[config.mk]
export PLATFORM = sky130hd
export DESIGN_NAME = double_ended_queue_top
export DESIGN_NICKNAME = d
export VERILOG_FILES = /design/src/sv/dq_pkg.sv /design/src/sv/dq_ram.sv /design/src/sv/double_ended_queue_top.sv
export SDC_FILE = /design/constraint.sdc
export NUM_CORES = 1
export LEC_CHECK = 0
export CAP_MARGIN = 40
export CORE_MARGIN = 2
export CORE_UTILIZATION = 30
export CTS_BUF_LIST = sky130_fd_sc_hd__clkbuf_8
export CTS_CLUSTER_DIAMETER = 120
export DETAILED_ROUTE_END_ITERATION = 12
export DONT_BUFFER_PORTS = 1
export HOLD_SLACK_MARGIN = 0.03
export PLACE_DENSITY = 0.42
export SKIP_CTS_REPAIR_TIMING = 1
export SLEW_MARGIN = 20
export SYNTH_ARGS = -nofsm -noshare
export SYNTH_HDL_FRONTEND = slang
export SYNTH_SLANG_ARGS = --single-unit
[constraint.sdc]
create_clock -name clk -period 4.2 [get_ports clk]
set_clock_uncertainty 0.05 [all_clocks]
set_input_delay 0 -clock clk [delete_from_list [all_inputs] [get_ports clk]]
set_output_delay 0 -clock clk [all_outputs]
set_load 0.1 [all_outputs]
[src/sv/dq_pkg.sv]
package dq_pkg;

  localparam int unsigned DEPTH_DEF   = 16;
  localparam int unsigned WORD_W      = 32;
  localparam int unsigned COUNT_OUT_W = 5;

  localparam logic signed [WORD_W-1:0] EMPTY_WORD = '1;

  typedef enum logic [1:0] {
    CMD_PUSH_FRONT = 2'd0,
    CMD_PUSH_BACK  = 2'd1,
    CMD_POP_FRONT  = 2'd2,
    CMD_POP_BACK   = 2'd3
  } cmd_t;

  typedef struct packed {
    cmd_t                     command;
    logic signed [WORD_W-1:0] push_value;
  } in_item_t;

  typedef struct packed {
    logic signed [WORD_W-1:0] popped_value;
    logic                     popped_valid;
    logic signed [WORD_W-1:0] front_value;
    logic signed [WORD_W-1:0] back_value;
    logic                     is_empty;
    logic [COUNT_OUT_W-1:0]   entry_count;
    logic                     underflow;
    logic                     overflow;
  } out_item_t;

endpackage

[src/sv/dq_ram.sv]
module dq_ram #(
  parameter int unsigned DEPTH = dq_pkg::DEPTH_DEF,
  localparam int unsigned AW = $clog2(DEPTH)
) (
  input  logic                              clk,
  input  logic                              we,
  input  logic [AW-1:0]                     waddr,
  input  logic signed [dq_pkg::WORD_W-1:0]  wdata,
  input  logic [AW-1:0]                     raddr,
  output logic signed [dq_pkg::WORD_W-1:0]  rdata
);
  import dq_pkg::*;

  logic signed [WORD_W-1:0] mem [DEPTH];
  logic signed [WORD_W-1:0] rdata_r;

  always_ff @(posedge clk) begin
    if (we) begin
      mem[waddr] <= wdata;
    end
    rdata_r <= mem[raddr];
  end

  assign rdata = rdata_r;

endmodule

[src/sv/double_ended_queue_top.sv]
// Bounded deque of signed 32-bit words in a DEPTH-entry ring memory. A command
// is taken at a clock edge where start is high and busy is low; its result is
// on out_data for exactly one cycle, marked by out_valid, in the cycle right
// after the command is taken, and the receiver must take it then. Busy is high
// during the result cycle, so the next command can be taken in the cycle after
// it. This comes from the single read port of the ring memory, whose registered
// data carries the new end word after a pop.
// Pushes on a full deque and pops on an empty one change nothing and are flagged.
module double_ended_queue_top #(
  parameter int unsigned DEPTH = dq_pkg::DEPTH_DEF
) (
  input  logic              clk,
  input  logic              rst_n,
  input  logic              start,
  output logic              busy,
  input  dq_pkg::in_item_t  in_data,
  output logic              out_valid,
  output dq_pkg::out_item_t out_data
);
  import dq_pkg::*;

  localparam int unsigned AW = $clog2(DEPTH);
  localparam int unsigned CW = $clog2(DEPTH + 1);

  typedef enum logic {
    ST_IDLE,
    ST_RESP
  } state_t;

  state_t                   state_r, state_nxt;
  logic [AW-1:0]            head_r, head_nxt;
  logic [CW-1:0]            count_r, count_nxt;
  logic signed [WORD_W-1:0] front_r, front_nxt;
  logic signed [WORD_W-1:0] back_r, back_nxt;
  logic signed [WORD_W-1:0] popped_r, popped_nxt;
  logic                     pvalid_r, pvalid_nxt;
  logic                     under_r, under_nxt;
  logic                     over_r, over_nxt;
  logic                     ld_front_r, ld_front_nxt;
  logic                     ld_back_r, ld_back_nxt;

  logic                     we;
  logic [AW-1:0]            waddr;
  logic [AW-1:0]            raddr;
  logic signed [WORD_W-1:0] rdata;
  logic                     full, empty;
  logic [AW-1:0]            head_dec;
  logic [CW-1:0]            back_off;
  logic signed [WORD_W-1:0] front_word, back_word;

  // head plus offset, wrapped once (sum stays below twice the depth)
  function automatic logic [AW-1:0] ring_add(input logic [AW-1:0] h,
                                             input logic [CW-1:0] off);
    logic [CW:0] s;
    s = {{(CW + 1 - AW){1'b0}}, h} + {1'b0, off};
    if (s >= (CW + 1)'(DEPTH)) begin
      s = s - (CW + 1)'(DEPTH);
    end
    return s[AW-1:0];
  endfunction

  dq_ram #(.DEPTH(DEPTH)) u_ram (
    .clk   (clk),
    .we    (we),
    .waddr (waddr),
    .wdata (in_data.push_value),
    .raddr (raddr),
    .rdata (rdata)
  );

  assign full     = (count_r == CW'(DEPTH));
  assign empty    = (count_r == '0);
  assign head_dec = (head_r == '0) ? AW'(DEPTH - 1) : head_r - AW'(1);
  assign back_off = (count_r >= CW'(2)) ? count_r - CW'(2) : '0;

  // end words after the command; a pop that leaves at least one word
  // takes the new end word from the memory read
  assign front_word = ld_front_r ? rdata : front_r;
  assign back_word  = ld_back_r ? rdata : back_r;

  always_comb begin
    state_nxt    = state_r;
    head_nxt     = head_r;
    count_nxt    = count_r;
    front_nxt    = front_r;
    back_nxt     = back_r;
    popped_nxt   = popped_r;
    pvalid_nxt   = pvalid_r;
    under_nxt    = under_r;
    over_nxt     = over_r;
    ld_front_nxt = ld_front_r;
    ld_back_nxt  = ld_back_r;
    we           = 1'b0;
    waddr        = ring_add(head_r, count_r[CW-1:0]);
    raddr        = ring_add(head_r, CW'(1));

    unique case (state_r)
      ST_IDLE: begin
        if (in_data.command == CMD_POP_BACK) begin
          raddr = ring_add(head_r, back_off);
        end
        if (start) begin
          state_nxt    = ST_RESP;
          popped_nxt   = '0;
          pvalid_nxt   = 1'b0;
          under_nxt    = 1'b0;
          over_nxt     = 1'b0;
          ld_front_nxt = 1'b0;
          ld_back_nxt  = 1'b0;
          unique case (in_data.command)
            CMD_PUSH_FRONT: begin
              if (full) begin
                over_nxt = 1'b1;
              end else begin
                we        = 1'b1;
                waddr     = head_dec;
                head_nxt  = head_dec;
                count_nxt = count_r + CW'(1);
                front_nxt = in_data.push_value;
                if (empty) begin
                  back_nxt = in_data.push_value;
                end
              end
            end
            CMD_PUSH_BACK: begin
              if (full) begin
                over_nxt = 1'b1;
              end else begin
                we        = 1'b1;
                count_nxt = count_r + CW'(1);
                back_nxt  = in_data.push_value;
                if (empty) begin
                  front_nxt = in_data.push_value;
                end
              end
            end
            CMD_POP_FRONT: begin
              if (empty) begin
                under_nxt = 1'b1;
              end else begin
                popped_nxt   = front_r;
                pvalid_nxt   = 1'b1;
                head_nxt     = ring_add(head_r, CW'(1));
                count_nxt    = count_r - CW'(1);
                ld_front_nxt = (count_r > CW'(1));
              end
            end
            CMD_POP_BACK: begin
              if (empty) begin
                under_nxt = 1'b1;
              end else begin
                popped_nxt  = back_r;
                pvalid_nxt  = 1'b1;
                count_nxt   = count_r - CW'(1);
                ld_back_nxt = (count_r > CW'(1));
              end
            end
            default: begin
              state_nxt = ST_RESP;
            end
          endcase
        end
      end
      ST_RESP: begin
        state_nxt    = ST_IDLE;
        front_nxt    = front_word;
        back_nxt     = back_word;
        ld_front_nxt = 1'b0;
        ld_back_nxt  = 1'b0;
      end
      default: begin
        state_nxt = ST_IDLE;
      end
    endcase
  end

  always_ff @(posedge clk) begin
    if (!rst_n) begin
      state_r    <= ST_IDLE;
      head_r     <= '0;
      count_r    <= '0;
      pvalid_r   <= 1'b0;
      under_r    <= 1'b0;
      over_r     <= 1'b0;
      ld_front_r <= 1'b0;
      ld_back_r  <= 1'b0;
    end else begin
      state_r    <= state_nxt;
      head_r     <= head_nxt;
      count_r    <= count_nxt;
      pvalid_r   <= pvalid_nxt;
      under_r    <= under_nxt;
      over_r     <= over_nxt;
      ld_front_r <= ld_front_nxt;
      ld_back_r  <= ld_back_nxt;
    end
    front_r  <= front_nxt;
    back_r   <= back_nxt;
    popped_r <= popped_nxt;
  end

  assign busy      = (state_r == ST_RESP);
  assign out_valid = (state_r == ST_RESP);

  always_comb begin
    out_data.popped_value = popped_r;
    out_data.popped_valid = pvalid_r;
    out_data.front_value  = empty ? EMPTY_WORD : front_word;
    out_data.back_value   = empty ? EMPTY_WORD : back_word;
    out_data.is_empty     = empty;
    out_data.entry_count  = COUNT_OUT_W'(count_r);
    out_data.underflow    = under_r;
    out_data.overflow     = over_r;
  end

  a_count_bound: assert property (@(posedge clk) disable iff (!rst_n)
    count_r <= CW'(DEPTH))
    else $error("stored count above depth");

  a_head_bound: assert property (@(posedge clk) disable iff (!rst_n)
    head_r <= AW'(DEPTH - 1))
    else $error("head index out of ring");

  a_result_follows: assert property (@(posedge clk) disable iff (!rst_n)
    start && !busy |=> out_valid)
    else $error("command taken without a result in the next cycle");

  a_single_strobe: assert property (@(posedge clk) disable iff (!rst_n)
    out_valid |=> !out_valid)
    else $error("result strobe longer than one cycle");

  a_flag_excl: assert property (@(posedge clk) disable iff (!rst_n)
    out_valid |-> !(pvalid_r && (under_r || over_r)) && !(under_r && over_r))
    else $error("conflicting result flags");

  a_pop_loads_empty: assert property (@(posedge clk) disable iff (!rst_n)
    out_valid && (ld_front_r || ld_back_r) |-> !empty && pvalid_r)
    else $error("memory end word loaded without a pop");

endmodule

==> flow_summary.toml <==
[status]
outcome = "finished clean"

[die]
die_w_um = 302
rows = 109
coreArea_um2 = 88200
initial_core_util_pct = 30.2
dieHeight_um = 302
ios = 144
fp.dieArea_um2 = 91300

[sta]
drv_slew = 0
fin_crit_sh_pct = 90.3
setup_viol_count_final = 0
min_period_ns = 3.79
worst_slew_pin_slew_ns = 0.895
final-hold-violation-count = 0
fmax_ghz = 0.264
postLayoutSetupSlackWorst_ns = 0.406
slew_headroom_pct = 40.5
rsz0062_at_grt = "no"

[finish]
area_growth_pct = 21.2
finish.utilization_pct = 36.6
nets = 2273
layout_common_cells = "edfxtp_1, nand2_1, nand3_1, mux2i_1, clkbuf_8"
layout_commonest_cell = "edfxtp_1"
final_cells = 3483
layout-drive-gt1-share_pct = 14.5

[setup_path]
cp-end-kind = "flip-flop"
path_class = "flip-flop to flip-flop"
r2r_slack_ns = 0.41
worstPathArrival_ns = 4.38
cp.required_ns = 4.78
start_kind = "flip-flop"
crit_fanout = 21

[yosys]
synth_enable_flop_cells = 608
synth_seq_cells = 655
synthDistinctLibCells = 52
synth-seq-area-share_pct = 72.0
synth.cell_area_um2 = 26700
syn_inst = 2039
ys.flop_type = "edfxtp_1"
ys_async_sr_fraction_pct = 0
syn-num-nets = 2093
synth.avg_cell_area_um2 = 13.1
yosysWarnings = 0

[grt]
grt_pass1_wl_um = 115000
grtUsageMet3_pct = 3.79
grt_usage_pct = 17.2
top_usage_layer = "met2"
use_met1_pct = 24.1
globalRouteMet2Util_pct = 27.0
gr-total-overflow = 0
first_global_vias = 17080
grt_max_degree = 113
antenna_found_initial = 5

[routing]
routed_wl_um = 79700
vias = 16993
ant_nets = 0
dr.pass1.iters = 7
viasPerCell = 4.88
drcViolationCount = 0
wl_per_cell_um = 22.9
drt_iter0_markers = 1181

[pwr]
power_leakage_nw = 11.4
irDropWorstVdd_mv = 0.393
cellPowerDensity_nw_per_um2 = 561

[placement]
dp_cells = 3224
io_buffers = 0
place_hpwl_um = 47200
pre_cts_slack_ns = 0.597
place.gp.congestion = 0.759

[clocking]
root_buffer = "clkbuf_8"
htree_levels = 3
numCtsBuffers = 113
cts_sinks = 655
clock_latency_ns = 0.75
cts_buffer_depth = 3
cts.clk_slew.worst_paths_ns = 0.06
cts_tree = "built"

[worst_hold_path]
hold_path.class = "input port to flip-flop"

[job]
maxCapViolCount = 0
cells by family (layout without fill, tap and decap cells):
group           after synthesis  count (layout)  synth area share (%)
flops                       655             655                  72.0
other cells                   0               1                     0
fa+ha+maj                    17              17                 0.854
compound gates              129             129                  3.09
mux                         172             172                  6.47
buf+inv                     139             417                  2.45
xor+xnor                     15              15                 0.521
simple gates                912             912                  14.6
area by class of cell:
class / instances / area (µm²)
tap: 1165 / 1460
multi-input combinational: 1245 / 6970
sequential: 655 / 19200
clock inverter: 79 / 362
antenna: 1 / 2.50
inverter: 10 / 37.5
timing repair buffer: 194 / 2420
fill: 8479 / 55900
clock buffer: 134 / 1840
power by group:
| part | switching [mW] | internal [mW] |
|---|---|---|
| Sequential | 0.507 | 7.56 |
| Clock | 2.64 | 2.94 |
| Combinational | 3.27 | 1.22 |
metal layers:
layer / routed length, µm / vias up
li1: - / 7799
met1: 37400 / 8592
met2: 36700 / 478
met3: 4200 / 116
met4: 1360 / 8
met5: 50 / -
critical path, cell delays in order, from the launching register on:
cell and delay (ns):
dfxtp_1 0.35, inv_1 0.13, ha_1 0.24, nand3b_1 0.09, buf_4 0.25, inv_1 0.07
buf_4 0.24, nand2_1 0.10, nand3b_1 0.41, nor2_1 0.34, o211ai_1 0.12, dlygate4sd3_1 0.59
o211a_1 0.12, dlygate4sd3_1 0.55
cell usage after synthesis (6+ instances only):
library cell | count | area, µm²
nor2_1 | 98 | 368
a21oi_1 | 77 | 385
xnor2_1 | 10 | 87.6
a32oi_1 | 32 | 280
mux2i_1 | 169 | 1690
clkbuf_1 | 40 | 150
nand2_1 | 521 | 1960
nand4_1 | 33 | 206
buf_4 | 10 | 75.1
buf_2 | 70 | 350
nand3_1 | 232 | 1160
edfxtp_1 | 608 | 18300
dfxtp_1 | 47 | 941
buf_1 | 8 | 30.0
inv_1 | 10 | 37.5
nor3_1 | 6 | 30.0
ha_1 | 15 | 188
per-stage QoR:
| step | power [mW] | hold slack, ns | TNS [ns] | area, µm² |
|---|---|---|---|---|
| after global placement | 12.2 | 0.0518 | 0 | 28600 |
| after floorplan | 11.0 | 0.0489 | -85.26 | 26700 |
| after detailed placement | 12.6 | 0.0514 | 0 | 29600 |
| after global routing | 18.9 | 0.0893 | 0 | 32300 |
| final | 18.1 | 0.0949 | 0 | 32300 |
| after CTS | 18.2 | -0.787 | 0 | 31800 |
registers in the layout (all words and copies together) (netlist names):
| signal | flops |
|---|---|
| back_r | 32 |
| busy | 1 |
| count_r | 5 |
| front_r | 32 |
| head_r | 4 |
| ld_back_r | 1 |
| ld_front_r | 1 |
| over_r | 1 |
| popped_r | 32 |
| pvalid_r | 1 |
| u_ram.mem | 512 |
| u_ram.rdata | 32 |
| under_r | 1 |
final timing paths:
kind	startpoint	depth (start not counted)	to
hold / removal	in_data[32]	4	u_ram.mem[0][29]
hold reg to reg	under_r	2	under_r
setup / recovery	count_r[1]	13	head_r[0]
setup reg to reg	count_r[1]	13	head_r[0]
(Power assumes the default switching activity.)
